## src/esld_pkg.sv

```systemverilog
// Shared types, constants and helpers for the settle lock detector.
// No dependencies.
package esld_pkg;

    localparam int ENT_W        = 16;   // Q0.16 entropy and EMA width
    localparam int FRAC_BITS    = 16;
    localparam int STAT_W       = 32;
    localparam int TICK_OUT_W   = 16;
    localparam int TICK_W_DEF   = 16;
    localparam int CFG_IDX_W    = 3;
    localparam int CFG_DATA_W   = 16;

    localparam logic [ENT_W-1:0] FX_ONE   = '1;
    localparam logic [ENT_W-1:0] FX_HALF  = ENT_W'(64'd1 << (FRAC_BITS - 1));
    localparam logic [ENT_W-1:0] FX_TENTH = ENT_W'(((64'd1 << FRAC_BITS) + 64'd5) / 64'd10);
    localparam logic [ENT_W-1:0] FX_FLOOR =
        ENT_W'(((64'd1 << FRAC_BITS) + 64'd500) / 64'd1000);

    localparam logic [15:0] REL_THR_RST   = 16'd655;
    localparam logic [15:0] GAIN_RST      = 16'd19661;
    localparam logic [15:0] MIN_TICKS_RST = 16'd3;
    localparam logic [15:0] MAX_TICKS_RST = 16'd50;
    localparam logic        TWO_LEVEL_RST = 1'b0;

    typedef enum logic [1:0] {
        OP_TICK,
        OP_SHOCK,
        OP_UNLOCK,
        OP_CLEAR
    } t_op;

    typedef enum logic [CFG_IDX_W-1:0] {
        CFG_REL_THR,
        CFG_SMOOTH_GAIN,
        CFG_MIN_TICKS,
        CFG_MAX_TICKS,
        CFG_TWO_LEVEL
    } t_cfg_idx;

    typedef struct packed {
        t_op              op;
        logic [ENT_W-1:0] entropy_combined;
        logic [ENT_W-1:0] entropy_model;
        logic [ENT_W-1:0] entropy_particle;
    } t_in_item;

    typedef struct packed {
        logic                  stable_flag;
        logic                  locked_flag;
        logic [TICK_OUT_W-1:0] ticks_locked_now;
        logic [ENT_W-1:0]      entropy_current;
        logic [ENT_W-1:0]      change_ema_out;
        logic [STAT_W-1:0]     shock_count;
        logic [STAT_W-1:0]     locked_tick_total;
        logic [STAT_W-1:0]     lock_duration_sum;
    } t_out_item;

    typedef struct packed {
        logic [ENT_W-1:0] rel_thr;
        logic [ENT_W-1:0] smooth_gain;
        logic [15:0]      min_ticks;
        logic [15:0]      max_ticks;
        logic             two_level;
    } t_cfg;

    function automatic logic [STAT_W-1:0] sat_add32(input logic [STAT_W-1:0] a,
                                                    input logic [STAT_W-1:0] b);
        logic [STAT_W:0] s;
        s = {1'b0, a} + {1'b0, b};
        return s[STAT_W] ? {STAT_W{1'b1}} : s[STAT_W-1:0];
    endfunction

endpackage

```

## src/esld_cfg_regs.sv

```systemverilog
// Configuration register file of the settle lock detector.
// Depends on esld_pkg.
module esld_cfg_regs
    import esld_pkg::*;
(
    input  logic                  i_clk,
    input  logic                  i_rst_n,
    input  logic                  i_wr_en,
    input  logic [CFG_IDX_W-1:0]  i_wr_index,
    input  logic [CFG_DATA_W-1:0] i_wr_data,
    output t_cfg                  o_cfg
);

    t_cfg r_cfg;
    t_cfg n_cfg;

    always_comb begin
        n_cfg = r_cfg;
        if (i_wr_en) begin
            unique case (t_cfg_idx'(i_wr_index))
                CFG_REL_THR:     n_cfg.rel_thr     = i_wr_data;
                CFG_SMOOTH_GAIN: n_cfg.smooth_gain = i_wr_data;
                CFG_MIN_TICKS:   n_cfg.min_ticks   = i_wr_data;
                CFG_MAX_TICKS:   n_cfg.max_ticks   = i_wr_data;
                CFG_TWO_LEVEL:   n_cfg.two_level   = i_wr_data[0];
                default:         n_cfg = r_cfg;   // drop writes to unused indexes
            endcase
        end
    end

    always_ff @(posedge i_clk) begin
        if (!i_rst_n) begin
            r_cfg.rel_thr     <= REL_THR_RST;
            r_cfg.smooth_gain <= GAIN_RST;
            r_cfg.min_ticks   <= MIN_TICKS_RST;
            r_cfg.max_ticks   <= MAX_TICKS_RST;
            r_cfg.two_level   <= TWO_LEVEL_RST;
        end else begin
            r_cfg <= n_cfg;
        end
    end

    assign o_cfg = r_cfg;

endmodule

```

## config.mk

```make
export PLATFORM = sky130hd
export DESIGN_NAME = esld_cfg_regs
export DESIGN_NICKNAME = d
export VERILOG_FILES = /design/src/esld_pkg.sv /design/src/esld_cfg_regs.sv
export SDC_FILE = /design/constraint.sdc
export NUM_CORES = 1
export LEC_CHECK = 0
export ABC_CLOCK_PERIOD_IN_PS = 1700
export BUFFER_PORTS_ARGS = -buffer_cell sky130_fd_sc_hd__clkbuf_2
export CORE_UTILIZATION = 45
export CTS_CLUSTER_SIZE = 40
export DETAILED_ROUTE_END_ITERATION = 6
export PLACE_DENSITY = 0.73
export REMOVE_ABC_BUFFERS = 1
export SETUP_SLACK_MARGIN = 0.1
export SYNTH_ARGS = -nofsm -noshare
export SYNTH_HDL_FRONTEND = slang
export SYNTH_SLANG_ARGS = --single-unit
```

## constraint.sdc

```tcl
create_clock -name i_clk -period 1.7 [get_ports i_clk]
set_input_delay 0.255 -clock i_clk [delete_from_list [all_inputs] [get_ports i_clk]]
set_output_delay 0.255 -clock i_clk [all_outputs]
set_load 0.01 [all_outputs]
```

# Word level (Yosys, flattened, before mapping)
# Index checks and enable logic that the tools add are counted.
# totals
register_bits,65
input_bits,22
output_inout_bits,65
word_cells,15
# op_classes
n_eq_ne,4
reduce_logical,6
# op_table
operator,count
$reduce_and A2 Y1,5
$eq A3 B2 Y1 const B,2
$eq A3 B1 Y1 const B,1
$eq A3 B3 Y1 const B,1
$logic_not A3 Y1,1

# Logic depth before layout (Yosys ltp)
# Gate-level depths: netlist of the first run.
# logic_depth
ltp_word,2
mapped_depth,4
ltp_nobuf,2

# Worst setup path before layout of the first run
# OpenSTA, ideal clock, no wires.
# synth_path
path_kind,input to register
startpoint,input i_wr_index[0]
endpoint,register r_cfg (netlist bit o_cfg[56])
setup_time_ns,0.121
arrival_time_ns,1.058
required_time_ns,1.579
setup_slack_ns,0.521
path_stages,3
n_path_buf,1
cell_sequence,or4b_1 buf_4 mux2i_1
# synth_via
elab_chain_cells,2
# synth_lines
item,line,source
from (decl),esld_cfg_regs.sv:9,"input logic [CFG_IDX_W-1:0] i_wr_index,"
$logic_not A3 Y1,esld_cfg_regs.sv:20,unique case (t_cfg_idx'(i_wr_index))
$reduce_and A2 Y1 (no line),-,
to (signal assigned),esld_cfg_regs.sv:39,r_cfg <= n_cfg;
to (decl),esld_cfg_regs.sv:14,t_cfg r_cfg;
# Every way passes these cells.
# A chain may end at the register's enable or synchronous reset.

# Worst setup path after layout of the first run
# layout_path
startpoint,register r_cfg (netlist bit o_cfg[0])
endpoint,output o_cfg[0] (netlist name)
# layout_rtl
item,line,source
to (decl),esld_cfg_regs.sv:11,output t_cfg o_cfg
# No word-level cell between the ends.

==> metrics.yaml, run 1 <==
routing:
  first_iter_violations: 68
  routed_wl_um: 5320
  drtAntennaViolNets: 0
  drc: 0
  wl_per_cell_um: 12.79
  routed_via_density: 4.714
  vias: 1961
  dr.pass1.iters: 4
layout:
  largest_register_ff_count: 65
  area_growth_pct: 31.76
  regArea_um2: 1301
  layout_common_cells: "86 x clkbuf_2, 65 x mux2i_1, 65 x dfxtp_1"
  diodes: 0
  drive_gt1_share_pct: 33.43
  fillers: 505
  nNetsFinal: 361
  layout_commonest_cell: "clkbuf_2"
  multi_input_area_um2: 1182
  final_cell_area_um2: 3358
  utilization_pct: 61.36
worst_setup_path:
  path_buf_inv: 1
  worst_path_largest_cell_delay_ns: 0.35
  critPathTopFamily: "flip-flops"
  cp_cell_sequence: "clkbuf_2"
  cp_slowest_cell: "dfxtp_1"
  required_ns: 1.44
  crit_type: "register to output pin"
  cp-end-kind: "output pin"
  startpoint_type: "register"
  critPathArrivalTime_ns: 0.83
  path_max_fanout: 2
timing:
  rsz0062_at_grt: "false"
  relSlewSlack_pct: 70.70
  slew_violations: 0
  period_needed_ns: 1.085
  post-route-period-util_pct: 63.85
  worstMarginPinSlew_ns: 0.4394
  fin_skew_ns: 0
  tns_ns: 0
  hold_viol: 0
  clock.fmax_mhz: 921.3
  setup_viol: 0
clocking:
  cts_buffer_depth: 2
  cts_sinks: 65
  clock-root-buffer: "clkbuf_8"
  post_cts.repair.setup_buffers: 0
  clock_latency_ns: 0.33
  ctsHtreeMaxLevel: 3
  numCtsBuffers: 9
  cts.repair.resized: 0
  postCtsHoldBufs: 0
  cts_tree: "yes"
  cts.clk_slew.worst_paths_ns: 0.08
grt:
  grt_start_max_net_pins: 51
  grt-ovfl-total: 0
  globalRoute.busiestLayer: "met2"
  grtUsageMet3_pct: 5.952
  grt_use_met1_pct: 26.34
  grt_pass1_vias: 1823
  use_met2_pct: 28.67
  grt_pass1_wl_um: 8963
  antenna_found_initial: 0
  track_usage_pct: 19.63
floorplanning:
  die_area_um2: 5968
  fp.dieW_um: 77.26
  initial_core_util_pct: 46.57
  core.rowCount: 27
  fp.dieH_um: 77.26
  io_pins: 87
  coreArea_um2: 5473
power:
  max-vdd-ir-drop_uv: 1003
  powerDensity_nw_per_um2: 1055
  total_power_uw: 3542
  leakage_uw: 0.001615
synthesis:
  avgSynthCellArea_um2: 10.19
  synth.yosys.seq_area_share_pct: 51.06
  synthDistinctLibCells: 14
  ys_warn_count: 0
  synth-seq-cells: 65
  netlist_instances: 250
  synth_area_um2: 2549
place:
  dp_hpwl_um: 3768
  place_area_um2: 3092
  globalplace.congestion: 0.7056
  port_buffers: 86
worst_hold_path:
  min_path_type: "input pin to register"
flow_run:
  cap_violations: 0
run_status:
  outcome: "completed"
worst paths after layout:
kind                 from        end  slack [ns]  cells after the start
max              o_cfg[0]   o_cfg[0]        0.61                      1
min          i_wr_data[1]  o_cfg[34]        0.16                      3
max reg2reg     o_cfg[39]  o_cfg[39]        1.07                      2
min reg2reg     o_cfg[24]  o_cfg[24]        0.46                      2
synthesized netlist by cell type:
master	n	area share, %
dfxtp_1	65	51
nand2_1	62	9.1
buf_2	5	0.98
nand4bb_1	2	0.88
mux2i_1	65	26
nor2b_1	31	7.6
buf_4	1	0.29
nor4bb_1	2	0.79
nor4b_1	1	0.34
and4b_1	1	0.39
clkbuf_1	12	1.8
nand4b_1	1	0.34
and4bb_2	1	0.49
or4b_1	1	0.39
layout make-up:
type,instances,area share (%)
tap,72,2.683
clock buffer,9,3.689
timing repair buffer,96,15.42
multi-input combinational,167,35.21
sequential,65,38.75
clock inverter,7,4.247
where the power goes:
part,internal [uW],switching [uW]
clock network,1120,609
logic,107,132
registers,1560,16.8
total,2780,757
routing by layer:
metal | up-vias | part of all wire [%]
li1 | 1008 | -
met1 | 879 | 49
met2 | 63 | 44
met3 | 11 | 5.3
met4 | 0 | 1.8
met5 | - | 0
cells by family (layout without fill, tap and decap cells):
kind of cell	count (synthesis)	after routing	share of synthesized area, %
buffers and inverters	18	112	3.044
and+or+nand+nor	102	102	20.37
DFF	65	65	51.06
muxes	65	65	25.53
per-stage QoR:
step,setup WS (ns),cells,hold WS [ns]
after global routing,0.5671,416,0.1662
after CTS,0.5985,416,0.1491
final,0.6145,416,0.1557
after global placement,0.2927,400,0.4435
after detailed placement,0.2863,400,0.4502
after floorplan,-0.07158,232,0.3971
Power figures use the tool's default switching activity.
==> inputs of run 2 (changes only) <==
ABC_CLOCK_PERIOD_IN_PS = 950   (was 1700)
PLACE_DENSITY = 0.76   (was 0.73)
clock period = 0.95 ns   (was 1.7 ns; I/O delays follow)
==> run 2 against run 1 <==
  * Total power grew 64%
  * Final cell count grew 6.5%
  * Critical path type unchanged
  * Combinational power rose to 2.6 times the previous value
  * Sequential power is 81% higher
  * Hold slack got worse by 0.083 ns
  * Core utilization rose by 14 points
  * Wire length up 28%
  * Clock power grew 34%
==> metrics.yaml, run 2 (synthesized netlist as in run 1, its figures left out) <==
worst_hold_path:
  whs_path_depth: 3  # unchanged
  min_to: "o_cfg[34]"
  hold_start: "i_wr_data[1]"
  min_path_type: "input pin to register"
place:
  place_area_um2: 3244  # +4.9%
  globalplace.congestion: 0.7419  # +5.1%
  port_buffers: 86  # unchanged
  pre_cts_ws_ns: -0.2839  # -0.5702 ns
  dp_hpwl_um: 4035  # +7.1%
floorplanning:
  core.rowCount: 27  # unchanged
  fp.dieH_um: 77.26  # unchanged
  io_pins: 87  # unchanged
  initial_core_util_pct: 46.57  # unchanged
  fp.dieW_um: 77.26  # unchanged
  coreArea_um2: 5473  # unchanged
  die_area_um2: 5968  # unchanged
clocking:
  clock-root-buffer: "clkbuf_8"
  cts_buffer_depth: 2  # unchanged
  numCtsBuffers: 9  # unchanged
  cts.clk_slew.worst_paths_ns: 0.07  # about the same
  cts_sinks: 65  # unchanged
  ctsHtreeMaxLevel: 3  # unchanged
  postCtsHoldBufs: 0  # unchanged
  cts_tree: "yes"
  clock_latency_ns: 0.32  # about the same
worst_setup_path:
  ff2ff_setup_slack_ns: 0.13  # -0.94 ns
  reg2reg_from: "o_cfg[36]"
  path_buf_inv: 1  # unchanged
  timing.rr.end: "o_cfg[36]"
  cp_slowest_cell: "dfxtp_2"
  crit_type: "register to output pin"
  critPathArrivalTime_ns: 0.78  # -0.05 ns
  cp_cell_sequence: "buf_6"
  startpoint_type: "register"
  cp-end-kind: "output pin"
  reg2regPathDepth: 4  # +2
  critPathTopFamily: "flip-flops"
  required_ns: 0.81  # -0.63 ns
  worst_path_largest_cell_delay_ns: 0.35  # about the same
  path_max_fanout: 2  # unchanged
grt:
  track_usage_pct: 20.70  # +1.1 points
  antenna_found_initial: 0  # unchanged
  grt_pass1_wl_um: 9439  # +5.3%
  grt_start_max_net_pins: 24  # -53%
  grt_pass1_vias: 1952  # +7.1%
  grt-ovfl-total: 0  # unchanged
power:
  leakage_uw: 0.001919  # +19%
  max-vdd-ir-drop_uv: 773.5  # -23%
  powerDensity_nw_per_um2: 1401  # +33%
  swShare_pct: 22.62  # +1.2 points
  seqPwrFrac_pct: 49.1  # +4.7 points
  power.switching_uw: 1311  # +73%
  combPwrFrac_pct: 10.9  # +4.2 points
  p_int_uw: 4483  # +61%
  p_clk_share_pct: 40.1  # -8.8 points
timing:
  setup_viol: 0  # unchanged
  post-route-period-util_pct: 97.38
  hold_viol: 0  # unchanged
  relSlewSlack_pct: 76.50  # +5.8 points
  clock.fmax_mhz: 1081
  hold_ws_ns: 0.07274  # -0.08296 ns
  slew_violations: 0  # unchanged
  period_needed_ns: 0.9251
  rsz0062_at_grt: "true"
  fin_skew_ns: 0  # unchanged
  worstMarginPinSlew_ns: 0.3478  # -0.09166 ns
  worst_slack_ns: 0.02487  # -0.5897 ns
layout:
  drive_gt1_share_pct: 56.06  # +23 points
  fillers: 379  # -25%
  utilization_pct: 75.58  # +14 points
  layout_commonest_cell: "buf_6"
  diodes: 0  # unchanged
  layout_common_cells: "71 x buf_6, 65 x mux2i_1, 65 x dfxtp_2"
  final_cell_area_um2: 4136  # +23%
  largest_register_ff_count: 65  # unchanged
  nNetsFinal: 389  # +7.8%
  area_growth_pct: 62.30
routing:
  wl_per_cell_um: 15.40  # +20%
  routed_via_density: 4.898  # +3.9%
  drc: 0  # unchanged
  routed_wl_um: 6824  # +28%
  dr.pass1.iters: 4  # unchanged
  first_iter_violations: 116  # +71%
  drtAntennaViolNets: 0  # unchanged
  vias: 2170  # +11%
run_status:
  outcome: "completed"
flow_run:
  cap_violations: 0  # unchanged
[run 2: how the worst max path moves through the flow]
stage / from / slack, ns / end / depth (start not counted)
2_1_floorplan: i_wr_index[0] / -0.71 / o_cfg[49] / 2
3_3_place_gp: i_wr_index[0] / -0.24 / o_cfg[62] / 4
3_5_place_dp: i_wr_index[0] / -0.28 / o_cfg[56] / 4
4_1_cts: o_cfg[59] / -0.01 / o_cfg[59] / 1
5_1_grt: o_cfg[54] / -0.006 / o_cfg[54] / 1
6_report: o_cfg[1] / 0.02 / o_cfg[1] / 1
[run 2: final cells by class]
type / instances / area, um^2 / share of cell area, %
flip-flops and latches: 65 / 1383 / 33.42
repair buffers: 124 / 1267 / 30.64
multi-input cells: 167 / 1201 / 29.04
clock buffers: 12 / 155.1 / 3.751
well taps: 72 / 90.09 / 2.178
clock inverters: 3 / 40.04 / 0.9679
[run 2: metal layers]
| layer | wire (um) | global-route usage, % | share of wire [%] |
|---|---|---|---|
| met1 | 3008 | 25.80 | 44 |
| met2 | 3384 | 32.57 | 50 |
| met3 | 286 | 4.643 | 4.2 |
| met4 | 143 | 12.26 | 2.1 |
| met5 | 0 | 0 | 0 |
[run 2: power groups by stage]
stage / Combinational [uW] / Clock, uW / Sequential, uW
after global placement: 488 / 0 / 2880
final: 629 / 2320 / 2840
after CTS: 521 / 2370 / 2830
after detailed placement: 498 / 0 / 2880
after global routing: 669 / 2490 / 2850
after floorplan: 170 / 0 / 2900
[run 2: through the flow]
step / setup TNS, ns / cells / total power, uW
2_1_floorplan: -14.69 / 232 / 3075
3_3_place_gp: -8.415 / 412 / 3365
3_5_place_dp: -9.909 / 412 / 3377
4_1_cts: -0.02682 / 436 / 5722
5_1_grt: -0.02226 / 443 / 6003
6_report: 0 / 443 / 5793
[run 2: timing repair]
action / 4_1_cts / 5_1_grt
gates cloned: 1 / 1
buffers inserted: 8 / 6
setup endpoints to repair: 74 / 81
pin swaps: 1 / 3
gates resized for setup: 71 / 142
hold endpoints to repair: 0 / 0
==> inputs of run 3 (changes only) <==
ABC_AREA = 1   (was not set)
PLACE_DENSITY = 0.78   (was 0.76)
==> run 3 against run 2 <==
  * Wire length grew 9.8%
  * Count of clock-buffer cells in the layout fell by 1
  * First-iteration DRC count is 110% higher
  * Non-clock buffer count is 5 lower
  * Maximum frequency shrank 1.9%
  * Total power grew 11%
  * Setup slack got worse by 0.018 ns
  * Largest cell class unchanged
  * Cell area fell by 0.51%
==> metrics.yaml, run 3 <==
worst_setup_path:
  critPathTopFamily: "flip-flops"
  critical_path.startpoint: "o_cfg[39]"
  cp_cell_sequence: "buf_6"
  path_max_fanout: 2  # unchanged
  startpoint_type: "register"
  cp-end-kind: "output pin"
  worst_path_largest_cell_delay_ns: 0.36  # about the same
  reg2regPathDepth: 4  # unchanged
  ff2ff_setup_slack_ns: 0.14  # about the same
  timing.rr.end: "o_cfg[57]"
  reg2reg_from: "o_cfg[57]"
  path_buf_inv: 1  # unchanged
  required_ns: 0.81  # about the same
  path_depth: 1  # unchanged
  cp_slowest_cell: "dfxtp_2"
  critPathArrivalTime_ns: 0.80  # +0.02 ns
  crit_type: "register to output pin"
synthesis:
  synth_area_leaders: "dfxtp_1 50%, nand2_1 13%, nor2_1 13%, nand3_1 12%, inv_1 3.2%"
  synth-seq-cells: 65  # unchanged
  netlist_instances: 365  # +46%
  async_flop_share_pct: 0  # unchanged
  synth_edf_count: 0  # unchanged
  avgSynthCellArea_um2: 7.151  # -30%
  synth_ff_type: "dfxtp_1"
  synth_area_leader_cell: "dfxtp_1"
  synth.yosys.seq_area_share_pct: 49.86  # -1.2 points
  synth_top_area_share_pct: 49.86  # -1.2 points
  synthDistinctLibCells: 14  # unchanged
  synthTopCellsByCount: "92 x nand2_1, 92 x nor2_1, 65 x dfxtp_1, 65 x nand3_1, 22 x inv_1"
  synth_area_um2: 2610  # +2.4%
  ys_warn_count: 0  # unchanged
power:
  total_power_uw: 6442  # +11%
  powerDensity_nw_per_um2: 1565  # +12%
  max-vdd-ir-drop_uv: 1016  # +31%
  leakage_uw: 0.001963  # +2.3%
timing:
  post-route-period-util_pct: 99.23  # +1.8 points
  worstMarginPinSlew_ns: 0.3928  # +0.04503 ns
  rsz0062_at_grt: "true"
  tns_ns: 0  # unchanged
  hold_viol: 0  # unchanged
  relSlewSlack_pct: 73.75  # -2.7 points
  fin_skew_ns: 0  # unchanged
  setup_viol: 0  # unchanged
  clock.fmax_mhz: 1061  # -1.9%
  period_needed_ns: 0.9427  # +0.01756 ns
  slew_violations: 0  # unchanged
  worst_slack_ns: 0.007303  # -0.01756 ns
worst_hold_path:
  whs_path_depth: 3  # unchanged
  min_path_type: "input pin to register"
  min_to: "o_cfg[44]"
  hold_start: "i_wr_data[11]"
clocking:
  clock_latency_ns: 0.34  # +0.02 ns
  cts_buffer_depth: 2  # unchanged
  ctsHtreeMaxLevel: 3  # unchanged
  numCtsBuffers: 9  # unchanged
  clock-root-buffer: "clkbuf_8"
  cts.clk_slew.worst_paths_ns: 0.07  # about the same
  cts_tree: "yes"
  cts_sinks: 65  # unchanged
routing:
  drtAntennaViolNets: 0  # unchanged
  routed_wl_um: 7495  # +9.8%
  dr.pass1.iters: 4  # unchanged
  first_iter_violations: 243  # +110%
  drc: 0  # unchanged
  vias: 2711  # +25%
  routed_via_density: 4.902  # about the same
  wl_per_cell_um: 13.55  # -12%
layout:
  regArea_um2: 1383  # unchanged
  instances_no_fill: 553  # +25%
  fillers: 425  # +12%
  drive_gt1_share_pct: 43.87  # -12 points
  diodes: 0  # unchanged
  layout_common_cells: "92 x nand2_1, 90 x nor2_1, 65 x nand3_1, 65 x dfxtp_2, 62 x buf_6"
  layout_commonest_cell: "nand2_1"
  multi_input_area_um2: 1122  # -6.6%
  largest_register_ff_count: 65  # unchanged
  nNetsFinal: 498  # +28%
  area_growth_pct: 57.67
place:
  pre_cts_ws_ns: -0.1767  # +0.1073 ns
  dp.cells: 519  # +26%
  port_buffers: 86  # unchanged
  dp_hpwl_um: 4785  # +19%
  globalplace.congestion: 0.8279  # +12%
floorplanning:
  initial_core_util_pct: 47.11  # +0.54 points
  core.rowCount: 27  # unchanged
  coreArea_um2: 5540  # +1.2%
  io_pins: 87  # unchanged
  fp.dieH_um: 78.16  # +1.2%
  die_area_um2: 6108  # +2.3%
  fp.dieW_um: 78.16  # +1.2%
grt:
  track_usage_pct: 23.45  # +2.7 points
  grt-ovfl-total: 0  # unchanged
  grt_start_max_net_pins: 66  # +180%
  grt_pass1_vias: 2343  # +20%
  antenna_found_initial: 0  # unchanged
  grt_pass1_wl_um: 10710  # +13%
run_status:
  outcome: "completed"
flow_run:
  cap_violations: 0  # unchanged
-- run 3: changes by cell type in the layout (fill, tap and decap cells not counted), sizes merged, moves of 2 or more --
cell	change
nor2	+99
mux2i	-65
nand3	+65
nand2	+32
nor2b	-31
inv	+22
buf	-7
nand4bb	-2
nor4bb	-2
-- run 3: layer usage --
layer	vias to the layer above	part of all wire (%)	track usage [%]
li1	1352	-	-
met1	1228	40	28.77
met2	119	50	37.02
met3	12	8.3	8.023
met4	0	1.5	10.56
met5	-	0	0
-- run 3: through the flow --
step | hold WS [ns] | utilization [%] | instance area (um^2)
after floorplan | 0.2271 | - | 2491
after global placement | 0.3678 | 58.06 | 3217
after detailed placement | 0.3739 | 58.06 | 3217
after CTS | 0.01301 | 65.76 | 3643
after global routing | 0.01711 | 74.28 | 4115
final | 0.02586 | 74.28 | 4115
-- run 3: logic make-up after synthesis --
logic type | share of synthesized area (%)
simple gates | 42.23
flops | 49.86
buf+inv | 7.718
compound gates | 0.1916
-- run 3: final cells by class --
cell class	instances	share of cell area [%]
clock buffer	11	3.679
clock inverter	5	1.885
inverter	22	2.007
multi-input combinational	259	27.27
sequential	65	33.60
tap	72	2.189
timing repair buffer	119	29.37
-- run 3: where the power goes --
group          leakage, uW  switching, uW  internal (uW)
logic              0.00131            445            429
clock network     0.000115           1040           1610
registers         0.000542           73.4           2840
total              0.00196           1560           4880
-- run 3: timing repair --
| action | CTS | global route |
|---|---|---|
| buffers inserted | 12 | 6 |
| hold buffers | 0 | 0 |
| gates resized for setup | 68 | 130 |
| setup endpoints to repair | 65 | 69 |
| pin swaps | 0 | 3 |
-- run 3: how the worst max path moves through the flow --
| stage | end | slack (ns) |
|---|---|---|
| floorplan | o_cfg[49] | -0.73 |
| global placement | o_cfg[25] | -0.13 |
| detailed placement | o_cfg[53] | -0.18 |
| CTS | o_cfg[21] | -0.02 |
| global route | o_cfg[3] | -0.03 |
| finish | o_cfg[39] | 0.007 |
